`src/rtl/hfm_pkg.sv`:
```
// ----------------------------------------------------------------------------
// hfm_pkg
// Shared types and constants for the binary16 multiplier.
// ----------------------------------------------------------------------------
package hfm_pkg;

  // binary16 layout
  localparam int unsigned ExpW  = 5;
  localparam int unsigned FracW = 10;
  localparam int unsigned SigW  = FracW + 1;
  localparam int unsigned HalfW = 16;
  localparam int unsigned ProdW = 2 * SigW;

  // Unbiased exponent range of one operand is -24..15, so the sum fits in 7 bits
  localparam int unsigned EW = 7;

  // Rounding mode codes
  localparam logic [1:0] RM_RTZ = 2'd0;
  localparam logic [1:0] RM_RNE = 2'd1;
  localparam logic [1:0] RM_RUP = 2'd2;
  localparam logic [1:0] RM_RDN = 2'd3;
  localparam logic [1:0] RM_RESET = RM_RNE;

  // Fixed result patterns
  localparam logic [15:0] HF_INF         = 16'h7C00;
  localparam logic [15:0] HF_MAX_FINITE  = 16'h7BFF;
  localparam logic [15:0] HF_ZERO_X_INF  = 16'hFE00;

  // Decoded operand
  typedef struct packed {
    logic                 is_nan;
    logic                 is_inf;
    logic                 is_zero;
    logic [SigW-1:0]      sig;   // normalized, bit 10 set for finite nonzero
    logic signed [EW-1:0] expo;  // unbiased exponent
  } operand_t;

endpackage

```
`src/rtl/hfm_unpack.sv`:
```
// ----------------------------------------------------------------------------
// hfm_unpack
// Classifies a binary16 operand and normalizes its significand.
// ----------------------------------------------------------------------------
module hfm_unpack (
  input  logic [15:0]       bits_i,
  output hfm_pkg::operand_t opnd_o
);
  import hfm_pkg::*;

  logic [ExpW-1:0]  e;
  logic [FracW-1:0] f;
  logic [3:0]       lz;
  logic [SigW-1:0]  sub_sig;

  assign e = bits_i[14:10];
  assign f = bits_i[9:0];

  // Leading zero count of the fraction, for subnormals
  always_comb begin
    lz = 4'd0;
    for (int i = 0; i < FracW; i++) begin
      if (f[i]) begin
        lz = 4'(FracW - 1 - i);
      end
    end
  end

  // Shift the top set bit up to the hidden-bit position
  assign sub_sig = SigW'({1'b0, f} << (lz + 4'd1));

  always_comb begin
    opnd_o.is_nan  = (e == '1) && (f != '0);
    opnd_o.is_inf  = (e == '1) && (f == '0);
    opnd_o.is_zero = (e == '0) && (f == '0);
    if (e == '0) begin
      opnd_o.sig  = sub_sig;
      opnd_o.expo = -EW'(signed'(7'd15)) - EW'(signed'({3'b0, lz}));
    end else begin
      opnd_o.sig  = {1'b1, f};
      opnd_o.expo = EW'(signed'({2'b0, e})) - EW'(signed'(7'd15));
    end
  end

endmodule

```
`src/rtl/half_float_multiplier_top.sv`:
```
// ----------------------------------------------------------------------------
// half_float_multiplier_top
// binary16 multiply with four rounding modes, four register stages.
// ----------------------------------------------------------------------------
// Stages, in order: unpack, multiply, align, round/pack, each stage
// holding one item.
// Throughput: one beat per cycle; a stalled stage holds its item and
// empty stages upstream keep filling.
// Reset: all stage valid bits clear, rounding mode returns to nearest even.
module half_float_multiplier_top (
  input  logic        clk_i,
  input  logic        rst_ni,
  // configuration write channel
  input  logic        cfg_valid_i,
  output logic        cfg_ready_o,
  input  logic [1:0]  cfg_data_i,     // rounding_mode
  // operand stream
  input  logic        s_axis_tvalid,
  output logic        s_axis_tready,
  input  logic [31:0] s_axis_tdata,   // [15:0] lhs_bits, [31:16] rhs_bits
  // product stream
  output logic        m_axis_tvalid,
  input  logic        m_axis_tready,
  output logic [15:0] m_axis_tdata    // [15:0] product_bits
);
  import hfm_pkg::*;

  logic [1:0] rmode_q;

  // Rounding mode register
  assign cfg_ready_o = 1'b1;
  always_ff @(posedge clk_i or negedge rst_ni) begin
    if (!rst_ni) begin
      rmode_q <= RM_RESET;
    end else if (cfg_valid_i) begin
      rmode_q <= cfg_data_i;
    end
  end

  // Per-stage flow control
  logic v1_q, v2_q, v3_q, v4_q;
  logic adv1, adv2, adv3, adv4;

  assign adv4 = !v4_q || m_axis_tready;
  assign adv3 = !v3_q || adv4;
  assign adv2 = !v2_q || adv3;
  assign adv1 = !v1_q || adv2;
  assign s_axis_tready = adv1;

  always_ff @(posedge clk_i or negedge rst_ni) begin
    if (!rst_ni) begin
      v1_q <= 1'b0;
      v2_q <= 1'b0;
      v3_q <= 1'b0;
      v4_q <= 1'b0;
    end else begin
      if (adv1) v1_q <= s_axis_tvalid;
      if (adv2) v2_q <= v1_q;
      if (adv3) v3_q <= v2_q;
      if (adv4) v4_q <= v3_q;
    end
  end

  // ---------------- Stage 1: unpack and classify ----------------
  logic [15:0] a, b;
  operand_t    opa, opb;
  logic        sign_d;
  logic        sp_d;
  logic [15:0] spval_d;

  assign a = s_axis_tdata[15:0];
  assign b = s_axis_tdata[31:16];

  hfm_unpack u_unpack_a (.bits_i(a), .opnd_o(opa));
  hfm_unpack u_unpack_b (.bits_i(b), .opnd_o(opb));

  assign sign_d = a[15] ^ b[15];

  // Special operands, NaN of the left operand first
  always_comb begin
    sp_d    = 1'b1;
    spval_d = '0;
    priority if (opa.is_nan) begin
      spval_d = a;
    end else if (opb.is_nan) begin
      spval_d = b;
    end else if ((opa.is_zero && opb.is_inf) || (opa.is_inf && opb.is_zero)) begin
      spval_d = HF_ZERO_X_INF;
    end else if (opa.is_zero || opb.is_zero) begin
      spval_d = {sign_d, 15'd0};
    end else if (opa.is_inf || opb.is_inf) begin
      spval_d = {sign_d, HF_INF[14:0]};
    end else begin
      sp_d = 1'b0;
    end
  end

  logic                 sp1_q, sign1_q;
  logic [15:0]          spval1_q;
  logic [SigW-1:0]      siga1_q, sigb1_q;
  logic signed [EW-1:0] esum1_q;

  always_ff @(posedge clk_i) begin
    if (adv1) begin
      sp1_q    <= sp_d;
      spval1_q <= spval_d;
      sign1_q  <= sign_d;
      siga1_q  <= opa.sig;
      sigb1_q  <= opb.sig;
      esum1_q  <= opa.expo + opb.expo;
    end
  end

  // ---------------- Stage 2: significand product ----------------
  logic                 sp2_q, sign2_q;
  logic [15:0]          spval2_q;
  logic signed [EW-1:0] esum2_q;
  logic [ProdW-1:0]     prod2_q;

  always_ff @(posedge clk_i) begin
    if (adv2) begin
      sp2_q    <= sp1_q;
      spval2_q <= spval1_q;
      sign2_q  <= sign1_q;
      esum2_q  <= esum1_q;
      prod2_q  <= ProdW'(siga1_q) * ProdW'(sigb1_q);
    end
  end

  // ---------------- Stage 3: exponent and alignment ----------------
  logic                 hi;
  logic signed [7:0]    expr, esum_x, sh_w;
  logic                 tiny;
  logic [4:0]           sh;
  logic [4:0]           sh_m1;
  logic [23:0]          pw, mask;
  logic [11:0]          kept_d;
  logic                 rbit_d, sticky_d;
  logic [5:0]           qb14_d;

  assign hi     = prod2_q[ProdW-1];
  assign esum_x = 8'(esum2_q);
  assign expr   = esum_x + 8'(signed'({1'b0, hi}));
  assign tiny   = expr < -8'sd14;
  assign pw     = {2'b00, prod2_q};

  // Right shift that lands the result on the subnormal quantum when tiny
  always_comb begin
    sh_w = -8'sd4 - esum_x;
    if (!tiny) begin
      sh = 5'd10 + {4'd0, hi};
    end else if (sh_w > 8'sd24) begin
      sh = 5'd24;
    end else begin
      sh = sh_w[4:0];
    end
  end

  assign sh_m1    = sh - 5'd1;
  assign mask     = (24'd1 << sh_m1) - 24'd1;
  assign kept_d   = 12'(pw >> sh);
  assign rbit_d   = pw[sh_m1];
  assign sticky_d = |(pw & mask);
  assign qb14_d   = tiny ? 6'd0 : 6'(expr + 8'sd14);

  logic        sp3_q, sign3_q, rbit3_q, sticky3_q;
  logic [15:0] spval3_q;
  logic [11:0] kept3_q;
  logic [5:0]  qb14_3_q;

  always_ff @(posedge clk_i) begin
    if (adv3) begin
      sp3_q     <= sp2_q;
      spval3_q  <= spval2_q;
      sign3_q   <= sign2_q;
      kept3_q   <= kept_d;
      rbit3_q   <= rbit_d;
      sticky3_q <= sticky_d;
      qb14_3_q  <= qb14_d;
    end
  end

  // ---------------- Stage 4: round and pack ----------------
  logic        inc, to_inf;
  logic [12:0] kept_r;
  logic [16:0] mag;
  logic [15:0] res_d;

  always_comb begin
    unique case (rmode_q)
      RM_RTZ: begin
        inc    = 1'b0;
        to_inf = 1'b0;
      end
      RM_RNE: begin
        inc    = rbit3_q && (sticky3_q || kept3_q[0]);
        to_inf = 1'b1;
      end
      RM_RUP: begin
        inc    = (rbit3_q || sticky3_q) && !sign3_q;
        to_inf = !sign3_q;
      end
      RM_RDN: begin
        inc    = (rbit3_q || sticky3_q) && sign3_q;
        to_inf = sign3_q;
      end
      default: begin
        inc    = 1'b0;
        to_inf = 1'b0;
      end
    endcase
  end

  assign kept_r = {1'b0, kept3_q} + {12'd0, inc};
  assign mag    = {1'b0, qb14_3_q, 10'd0} + {4'd0, kept_r};

  always_comb begin
    if (sp3_q) begin
      res_d = spval3_q;
    end else if (mag >= {1'b0, HF_INF}) begin
      res_d = {sign3_q, to_inf ? HF_INF[14:0] : HF_MAX_FINITE[14:0]};
    end else begin
      res_d = {sign3_q, mag[14:0]};
    end
  end

  logic [15:0] res4_q;

  always_ff @(posedge clk_i) begin
    if (adv4) begin
      res4_q <= res_d;
    end
  end

  assign m_axis_tvalid = v4_q;
  assign m_axis_tdata  = res4_q;

endmodule

```
`config.mk`:
```
export PLATFORM = sky130hd
export DESIGN_NAME = half_float_multiplier_top
export DESIGN_NICKNAME = d
export VERILOG_FILES = /design/src/rtl/hfm_pkg.sv /design/src/rtl/hfm_unpack.sv /design/src/rtl/half_float_multiplier_top.sv
export SDC_FILE = /design/constraint.sdc
export NUM_CORES = 1
export LEC_CHECK = 0
export ABC_AREA = 1
export BUFFER_PORTS_ARGS = -buffer_cell sky130_fd_sc_hd__buf_2
export CAP_MARGIN = 10
export CORE_UTILIZATION = 30
export CTS_CLUSTER_SIZE = 30
export DETAILED_ROUTE_END_ITERATION = 10
export PLACE_DENSITY = 0.45
export SLEW_MARGIN = 20
export SYNTH_ARGS = -nofsm -noshare
export SYNTH_HDL_FRONTEND = slang
export SYNTH_SLANG_ARGS = --single-unit
```
`constraint.sdc`:
```
create_clock -name clk_i -period 15.9 [get_ports clk_i]
set_input_delay 0 -clock clk_i [delete_from_list [all_inputs] [get_ports clk_i]]
set_output_delay 0 -clock clk_i [all_outputs]
set_load 0.02 [all_outputs]
```
==> impl_metrics.py, run 1 <==
metrics = {
    "status": {
        "status": "complete, no violations",
    },
    "routing": {
        "dr.pass1.iters": 5,
        "drc": 0,
        "via_per_inst": 4.67,
        "wirelength_um": 37400,
        "wl_per_cell_um": 15.8,
        "final_antenna_net_count": 0,
        "detailroute.via_count": 11024,
        "initialDrtViolationCount": 800,
    },
    "floorplanning": {
        "ios": 58,
        "floorplan.die_area_mm2": 0.0468,
        "floorplan.initialDensity": 0.304,
        "die_h_um": 216,
        "core.rowCount": 78,
        "chipWidth_um": 216,
        "core_area_mm2": 0.0453,
    },
    "clock_tree": {
        "clkLatencyLatePin_ns": 0.42,
        "worst_setup_hold_path_clk_slew_ns": 0.06,
        "htree_num_levels": 4,
        "post-cts-setup-buffer-count": 0,
        "cts.root.buffer_cell": "sky130_fd_sc_hd__clkbuf_16",
        "cts-root-to-sink-buffers": 2,
        "clock_sink_count": 154,
        "tritoncts": "built",
        "numCtsBuffers": 17,
    },
    "flow_run": {
        "cap_viol_max_count": 0,
    },
    "worst_setup_path": {
        "crit-reg2reg-launch": "sigb1_q[7]",
        "critical_path.max_stage_delay_ns": 0.60,
        "path_cells": "nand2_1, inv_1, fa_1, fa_1, fa_1, inv_1, fa_1, fa_1, inv_1, ha_1, a21oi_1, o21ai_0, a21oi_1, o21bai_1, nand2_1, inv_1, o21ai_0, nand2_1, nand2_1, nand2_1, a21boi_0, o21ai_0, xnor2_1",
        "r2r.worst_path.cells": 23,
        "ff2ff_setup_slack_ns": 10.18,
        "cp.arrival_ns": 5.89,
        "critical_path.max_fanout": 11,
        "worstReg2RegEnd": "prod2_q[21]",
        "crit_family": "adder cells",
        "crit_path_start_kind": "flip-flop",
        "crit_type": "flip-flop to flip-flop",
        "endpoint_class_of_the_critical_path": "flip-flop",
        "critical_path_buf_inv_count": 4,
        "crit_required_ns": 16.07,
        "crit_path_top_delay_cell": "sky130_fd_sc_hd__edfxtp_1",
    },
    "sta": {
        "fin_crit_sh": 0.360,
        "max_slew_margin": 0.302,
        "tns_ns": 0,
        "fmax_mhz": 175,
        "worst_pin_slew_ns": 1.04,
        "timing_hold_violations_final": 0,
        "finalSetupViolCount": 0,
        "rsz_0062_raised_after_global_routing": "no",
        "final_max_slew_viol_count": 0,
        "skew_ns": 0.0121,
        "period_minus_slack_ns": 5.72,
        "holdWs_ns": 0.0354,
    },
    "placement": {
        "buffer_ports.inserted": 56,
        "half_perimeter_wire_length_of_the_detailed_placement_result_um": 30100,
        "gp_congestion": 0.899,
    },
    "worst_hold_path": {
        "whs_path_depth": 3,
        "worst_hold_path.endpoint": "spval1_q[11]",
        "worstHoldPathType": "input pin to flip-flop",
        "timing.hold.worst.start": "s_axis_tdata[11]",
    },
    "synthesis": {
        "ys_async_sr_fraction": 0.0390,
        "synthesis.nets": 1920,
        "ys_dominant_reg_cell": "sky130_fd_sc_hd__edfxtp_1",
        "synth.distinct_cells": 61,
        "synthCells": 1712,
        "synth.ff_latch_count": 154,
        "mappedNetlistArea_mm2": 0.0138,
        "synthesis.area_per_instance_um2": 8.04,
        "yosysWarningCount": 0,
        "synth_sequential_area_ratio": 0.334,
        "number_of_enable_flip_flop_cells_after_synthesis": 148,
    },
    "global_routing": {
        "grt_overflow_total": 0,
        "vias_in_the_first_global_route": 10986,
        "grt_usage": 0.165,
        "grt_pass1_wl_um": 60300,
        "antenna_found_initial": 0,
        "grt_max_degree": 50,
    },
    "power_and_ir_drop": {
        "power.density_mw_per_mm2": 204,
        "finalPower_mw": 3.13,
        "p_leak_nw": 7.54,
        "vdd_ir_drop_max_v": 0.0000925,
    },
    "layout": {
        "antenna-diode-count": 0,
        "nNetsFinal": 1955,
        "area_growth_syn_to_layout_pct": 11.1,
        "drive_gt1_frac": 0.0869,
        "layout.core_utilization": 0.338,
    },
}
[how the worst max path moves through the flow]
stage	depth (start not counted)	start	end	slack [ns]
after global placement	23	sigb1_q[10]	prod2_q[21]	10.19
after detailed placement	23	sigb1_q[7]	prod2_q[21]	10.14
after floorplan	26	siga1_q[6]	prod2_q[21]	10.58
final	23	sigb1_q[7]	prod2_q[21]	10.18
after global routing	25	sigb1_q[4]	prod2_q[21]	9.82
after CTS	23	sigb1_q[7]	prod2_q[21]	10.11
[per-layer routing]
layer | global-route usage | routed length, um
met1 | 0.235 | 18600
met2 | 0.263 | 16900
met3 | 0.0234 | 1390
met4 | 0.0357 | 533
met5 | 0 | 0
[power breakdown]
group	total [mW]	switching, mW	internal, mW
sequential	0.773	0.110	0.664
combinational	1.95	1.22	0.733
clock	0.404	0.168	0.236
total	3.13	1.49	1.63
[flip-flops by register name (all words and copies together), names as in the netlist, 2 cells and up]
name,count
siga1_q,11
esum1_q,7
spval2_q,16
spval3_q,16
qb14_3_q,6
esum2_q,7
m_axis_tdata,16
kept3_q,12
prod2_q,22
spval1_q,16
rmode_q,2
sigb1_q,11
[synthesized netlist by cell type (18+ instances only)]
cell,n,share of area
sky130_fd_sc_hd__a21oi_1,52,0.019
sky130_fd_sc_hd__clkbuf_1,42,0.011
sky130_fd_sc_hd__edfxtp_1,148,0.32
sky130_fd_sc_hd__fa_1,81,0.12
sky130_fd_sc_hd__ha_1,88,0.080
sky130_fd_sc_hd__inv_1,303,0.083
sky130_fd_sc_hd__nand2_1,393,0.11
sky130_fd_sc_hd__nand3_1,101,0.037
sky130_fd_sc_hd__nand4_1,24,0.011
sky130_fd_sc_hd__nor2_1,127,0.035
sky130_fd_sc_hd__o21ai_0,122,0.044
sky130_fd_sc_hd__o22ai_1,18,0.0082
sky130_fd_sc_hd__xor2_1,30,0.019
[area by class of cell]
class                           instances  area (um^2)
Clock buffer                           19          433
Clock inverter                         13          160
Fill cell                            4804        30000
Inverter                              322         1210
Multi-Input combinational cell       1179         7720
Sequential cell                       154         4600
Tap cell                              600          751
Timing Repair Buffer                   73          435
[worst reg2reg max path: cells and delay by family (launching register included)]
family	cells	cell delay, ns
xor+xnor	1	0.13
simple gates	5	0.45
fa+ha+maj	6	2.96
compound gates	7	1.08
buf+inv	4	0.20
flops	1	0.60
[cell usage in the layout, fill, tap and decap left out, drive strengths merged, types with 13 or more instances in the layout]
cell    count
a31oi      15
nand4      24
nand3     108
o211ai     13
inv       319
buf        62
fa         81
o22ai      18
a21oi      53
clkbuf     19
ha         88
xnor2      14
nand2     410
xor2       31
edfxtp    148
o21ai     129
nor2      135
clkinv     13
[per-stage QoR]
step                      std cells  instance area (um^2)  setup WS [ns]
final                          2360                 15300          10.18
after global routing           2360                 15300           9.82
after CTS                      2360                 15300          10.11
after detailed placement       2317                 14600          10.14
after global placement         2317                 14600          10.19
after floorplan                1712                 13800          10.58
[kinds of logic (layout without fill, tap and decap cells)]
| kind of cell | after synthesis | in the layout | share of synthesized area |
|---|---|---|---|
| muxes | 6 | 6 | 0.00445 |
| xor gates and xnor gates | 45 | 45 | 0.0292 |
| adders and majority gates | 169 | 169 | 0.198 |
| DFF | 154 | 154 | 0.334 |
| and+or+nand+nor | 698 | 698 | 0.219 |
| buffers and inverters | 379 | 427 | 0.106 |
| other | 1 | 1 | 0.000272 |
| AOI/OAI and AO/OA | 260 | 260 | 0.110 |
[repair_timing]
action / 4_1_cts / 5_1_grt
gates resized for setup: 0 / 0
hold endpoints to repair: 13 / 0
hold buffers: 11 / 0
(Power assumes the default switching activity.)
==> run 2: changes to the inputs <==
--- a/config.mk
+++ b/config.mk
@@ -11,7 +11,7 @@
 export CORE_UTILIZATION = 30
 export CTS_CLUSTER_SIZE = 30
 export DETAILED_ROUTE_END_ITERATION = 10
-export PLACE_DENSITY = 0.45
+export PLACE_DENSITY = 0.46
 export SLEW_MARGIN = 20
 export SYNTH_ARGS = -nofsm -noshare
 export SYNTH_HDL_FRONTEND = slang
==> constraint.sdc (replaced) <==
create_clock -name clk_i -period 5.2 [get_ports clk_i]
set_input_delay 0 -clock clk_i [delete_from_list [all_inputs] [get_ports clk_i]]
set_output_delay 0 -clock clk_i [all_outputs]
set_load 0.02 [all_outputs]
==> run 2 against run 1 <==
  * Non-clock buffer count grew 63
  * Via count up 3.6%
  * Register-to-register slack worse by 10 ns
  * Sequential share of layout area decreased by 1.2 points
  * Cell area increased by 4.1%
  * Flip-flop and latch count is the same
  * Fmax is 14% higher
  * Clock power rose to 3.2 times the previous value
  * Wire length is 0.56% higher
  * Sequential power grew to 3.0 times the previous value
  * Combinational power grew to 3.5 times the previous value
  * Largest power group unchanged
==> impl_metrics.py, run 2 (synthesized netlist as in run 1, its figures left out) <==
metrics = {
    "status": {
        "status": "complete, no violations",
    },
    "flow_run": {
        "cap_viol_max_count": 0,
    },
    "global_routing": {
        "vias_in_the_first_global_route": 11182,
        "grt_usage": 0.163,
        "grt_max_degree": 48,
        "antenna_found_initial": 0,
        "grt_pass1_wl_um": 60300,
        "grt_overflow_total": 0,
    },
    "placement": {
        "gp_congestion": 0.905,
        "numPlacedInstances": 2373,
        "placedInstanceArea_mm2": 0.0150,
        "half_perimeter_wire_length_of_the_detailed_placement_result_um": 30600,
        "buffer_ports.inserted": 56,
    },
    "floorplanning": {
        "chipWidth_um": 216,
        "ios": 58,
        "floorplan.die_area_mm2": 0.0468,
        "core.rowCount": 78,
        "die_h_um": 216,
        "core_area_mm2": 0.0453,
        "floorplan.initialDensity": 0.304,
    },
    "layout": {
        "largest_register_ffs": 22,
        "layout.filler_cells": 4752,
        "design_area_mm2": 0.0159,
        "final_cell_mix": "sky130_fd_sc_hd__nand2_1, sky130_fd_sc_hd__inv_1, sky130_fd_sc_hd__edfxtp_1",
        "nNetsFinal": 2018,
        "antenna-diode-count": 0,
        "regMostFlops": "prod2_q",
        "layout.cells.most_common": "sky130_fd_sc_hd__nand2_1",
        "area_growth_syn_to_layout_pct": 15.7,
        "final-instance-count-excl-fill": 2423,
        "drive_gt1_frac": 0.129,
    },
    "worst_setup_path": {
        "cp.arrival_ns": 5.19,
        "critical_path.max_fanout": 10,
        "crit_family": "adder cells",
        "critical_path_buf_inv_count": 6,
        "crit_required_ns": 5.38,
        "critical_path.max_stage_delay_ns": 0.55,
        "r2r.worst_path.cells": 24,
        "path_cells": "buf_6, nand2_1, fa_1, inv_1, fa_1, inv_1, fa_1, inv_1, fa_1, fa_1, ha_4, nand2_1, o21ai_2, a21oi_2, o21bai_1, nand2_1, inv_1, o21ai_1, nand2_1, nand2_1, nand2_2, a21boi_2, buf_4, xor2_1",
        "setup.worst_path.start": "siga1_q[6]",
        "crit-reg2reg-launch": "siga1_q[6]",
        "crit_path_top_delay_cell": "sky130_fd_sc_hd__fa_1",
        "endpoint_class_of_the_critical_path": "flip-flop",
        "crit_type": "flip-flop to flip-flop",
        "crit_path_start_kind": "flip-flop",
        "worstSetupPathDepth": 24,
    },
    "clock_tree": {
        "tritoncts": "built",
        "cts.root.buffer_cell": "sky130_fd_sc_hd__clkbuf_16",
        "clock_sink_count": 154,
        "cts-root-to-sink-buffers": 2,
        "numCtsBuffers": 17,
        "htree_num_levels": 4,
        "worst_setup_hold_path_clk_slew_ns": 0.07,
        "clkLatencyLatePin_ns": 0.43,
    },
    "routing": {
        "detailroute.via_count": 11426,
        "dr.pass1.iters": 5,
        "initialDrtViolationCount": 643,
        "wl_per_cell_um": 15.5,
        "wirelength_um": 37600,
        "via_per_inst": 4.72,
        "drc": 0,
        "final_antenna_net_count": 0,
    },
    "sta": {
        "finalSetupViolCount": 0,
        "rsz_0062_raised_after_global_routing": "yes",
        "tns_ns": 0,
        "skew_ns": 0.0119,
        "timing_hold_violations_final": 0,
        "final_max_slew_viol_count": 0,
        "worst_pin_slew_ns": 1.03,
        "max_slew_margin": 0.307,
        "fmax_mhz": 199,
        "period_minus_slack_ns": 5.01,
        "holdWs_ns": 0.0216,
        "fin_crit_sh": 0.964,
    },
    "power_and_ir_drop": {
        "vdd_ir_drop_max_v": 0.000428,
        "p_leak_nw": 7.86,
        "finalPower_mw": 10.4,
        "power.density_mw_per_mm2": 652,
    },
    "worst_hold_path": {
        "worstHoldPathType": "input pin to flip-flop",
        "whs_path_depth": 3,
        "timing.hold.worst.start": "s_axis_tdata[27]",
    },
}
==> run 2: per-layer routing <==
metal / wire length [um] / track usage / vias up
met4: 1050 / 0.0566 / 0
met2: 16800 / 0.257 / 277
li1: - / - / 5745
met1: 18100 / 0.232 / 5351
met3: 1690 / 0.0189 / 53
met5: 0 / 0 / -
==> run 2: path summary, 6_finish.rpt <==
check | to | slack [ns]
worst max-delay path | prod2_q[19] | 0.19
worst min-delay path | spval1_q[11] | 0.02
worst max register to register | prod2_q[19] | 0.19
worst min register to register | spval2_q[9] | 0.41
max in group asynchronous | v2_q | 4.39
min in group asynchronous | rmode_q[0] | 0.05
==> run 2: final cells by class <==
type                            count  area, um^2  share of cell area
Clock buffer                       18         429              0.0269
Tap cell                          600         751              0.0471
Sequential cell                   154        4600               0.288
Timing Repair Buffer              136         943              0.0592
Multi-Input combinational cell   1179        7820               0.491
Inverter                          322        1210              0.0759
Clock inverter                     14         188              0.0118
==> run 2: per-stage QoR <==
step	util	setup WS, ns
3_3_place_gp	0.332	-0.0320
4_1_cts	0.349	0.0113
3_5_place_dp	0.332	-0.0767
6_report	0.352	0.187
2_1_floorplan	-	0.0103
5_1_grt	0.352	-0.128
==> run 2: where the power goes <==
group | internal [mW] | switching, mW | leakage [nW] | total [mW]
Sequential | 2.03 | 0.292 | 1.62 | 2.32
Combinational | 2.92 | 3.87 | 5.95 | 6.79
Clock | 0.730 | 0.557 | 0.298 | 1.29
Total | 5.68 | 4.72 | 7.86 | 10.4
==> run 2: timing repair <==
action	4_1_cts	5_1_grt
pin swaps	0	21
gates resized for setup	4	28
endpoints found under the hold margin	14	0
setup endpoints to repair	2	6
hold buffers	13	0
buffers inserted	0	5
==> run 2: worst min-delay path: cells and delay by family <==
| kind | cells | cell delay (ns) |
|---|---|---|
| AOI/OAI and AO/OA | 1 | 0.09 |
| buffers and inverters | 1 | 0.12 |
| and+or+nand+nor | 1 | 0.06 |
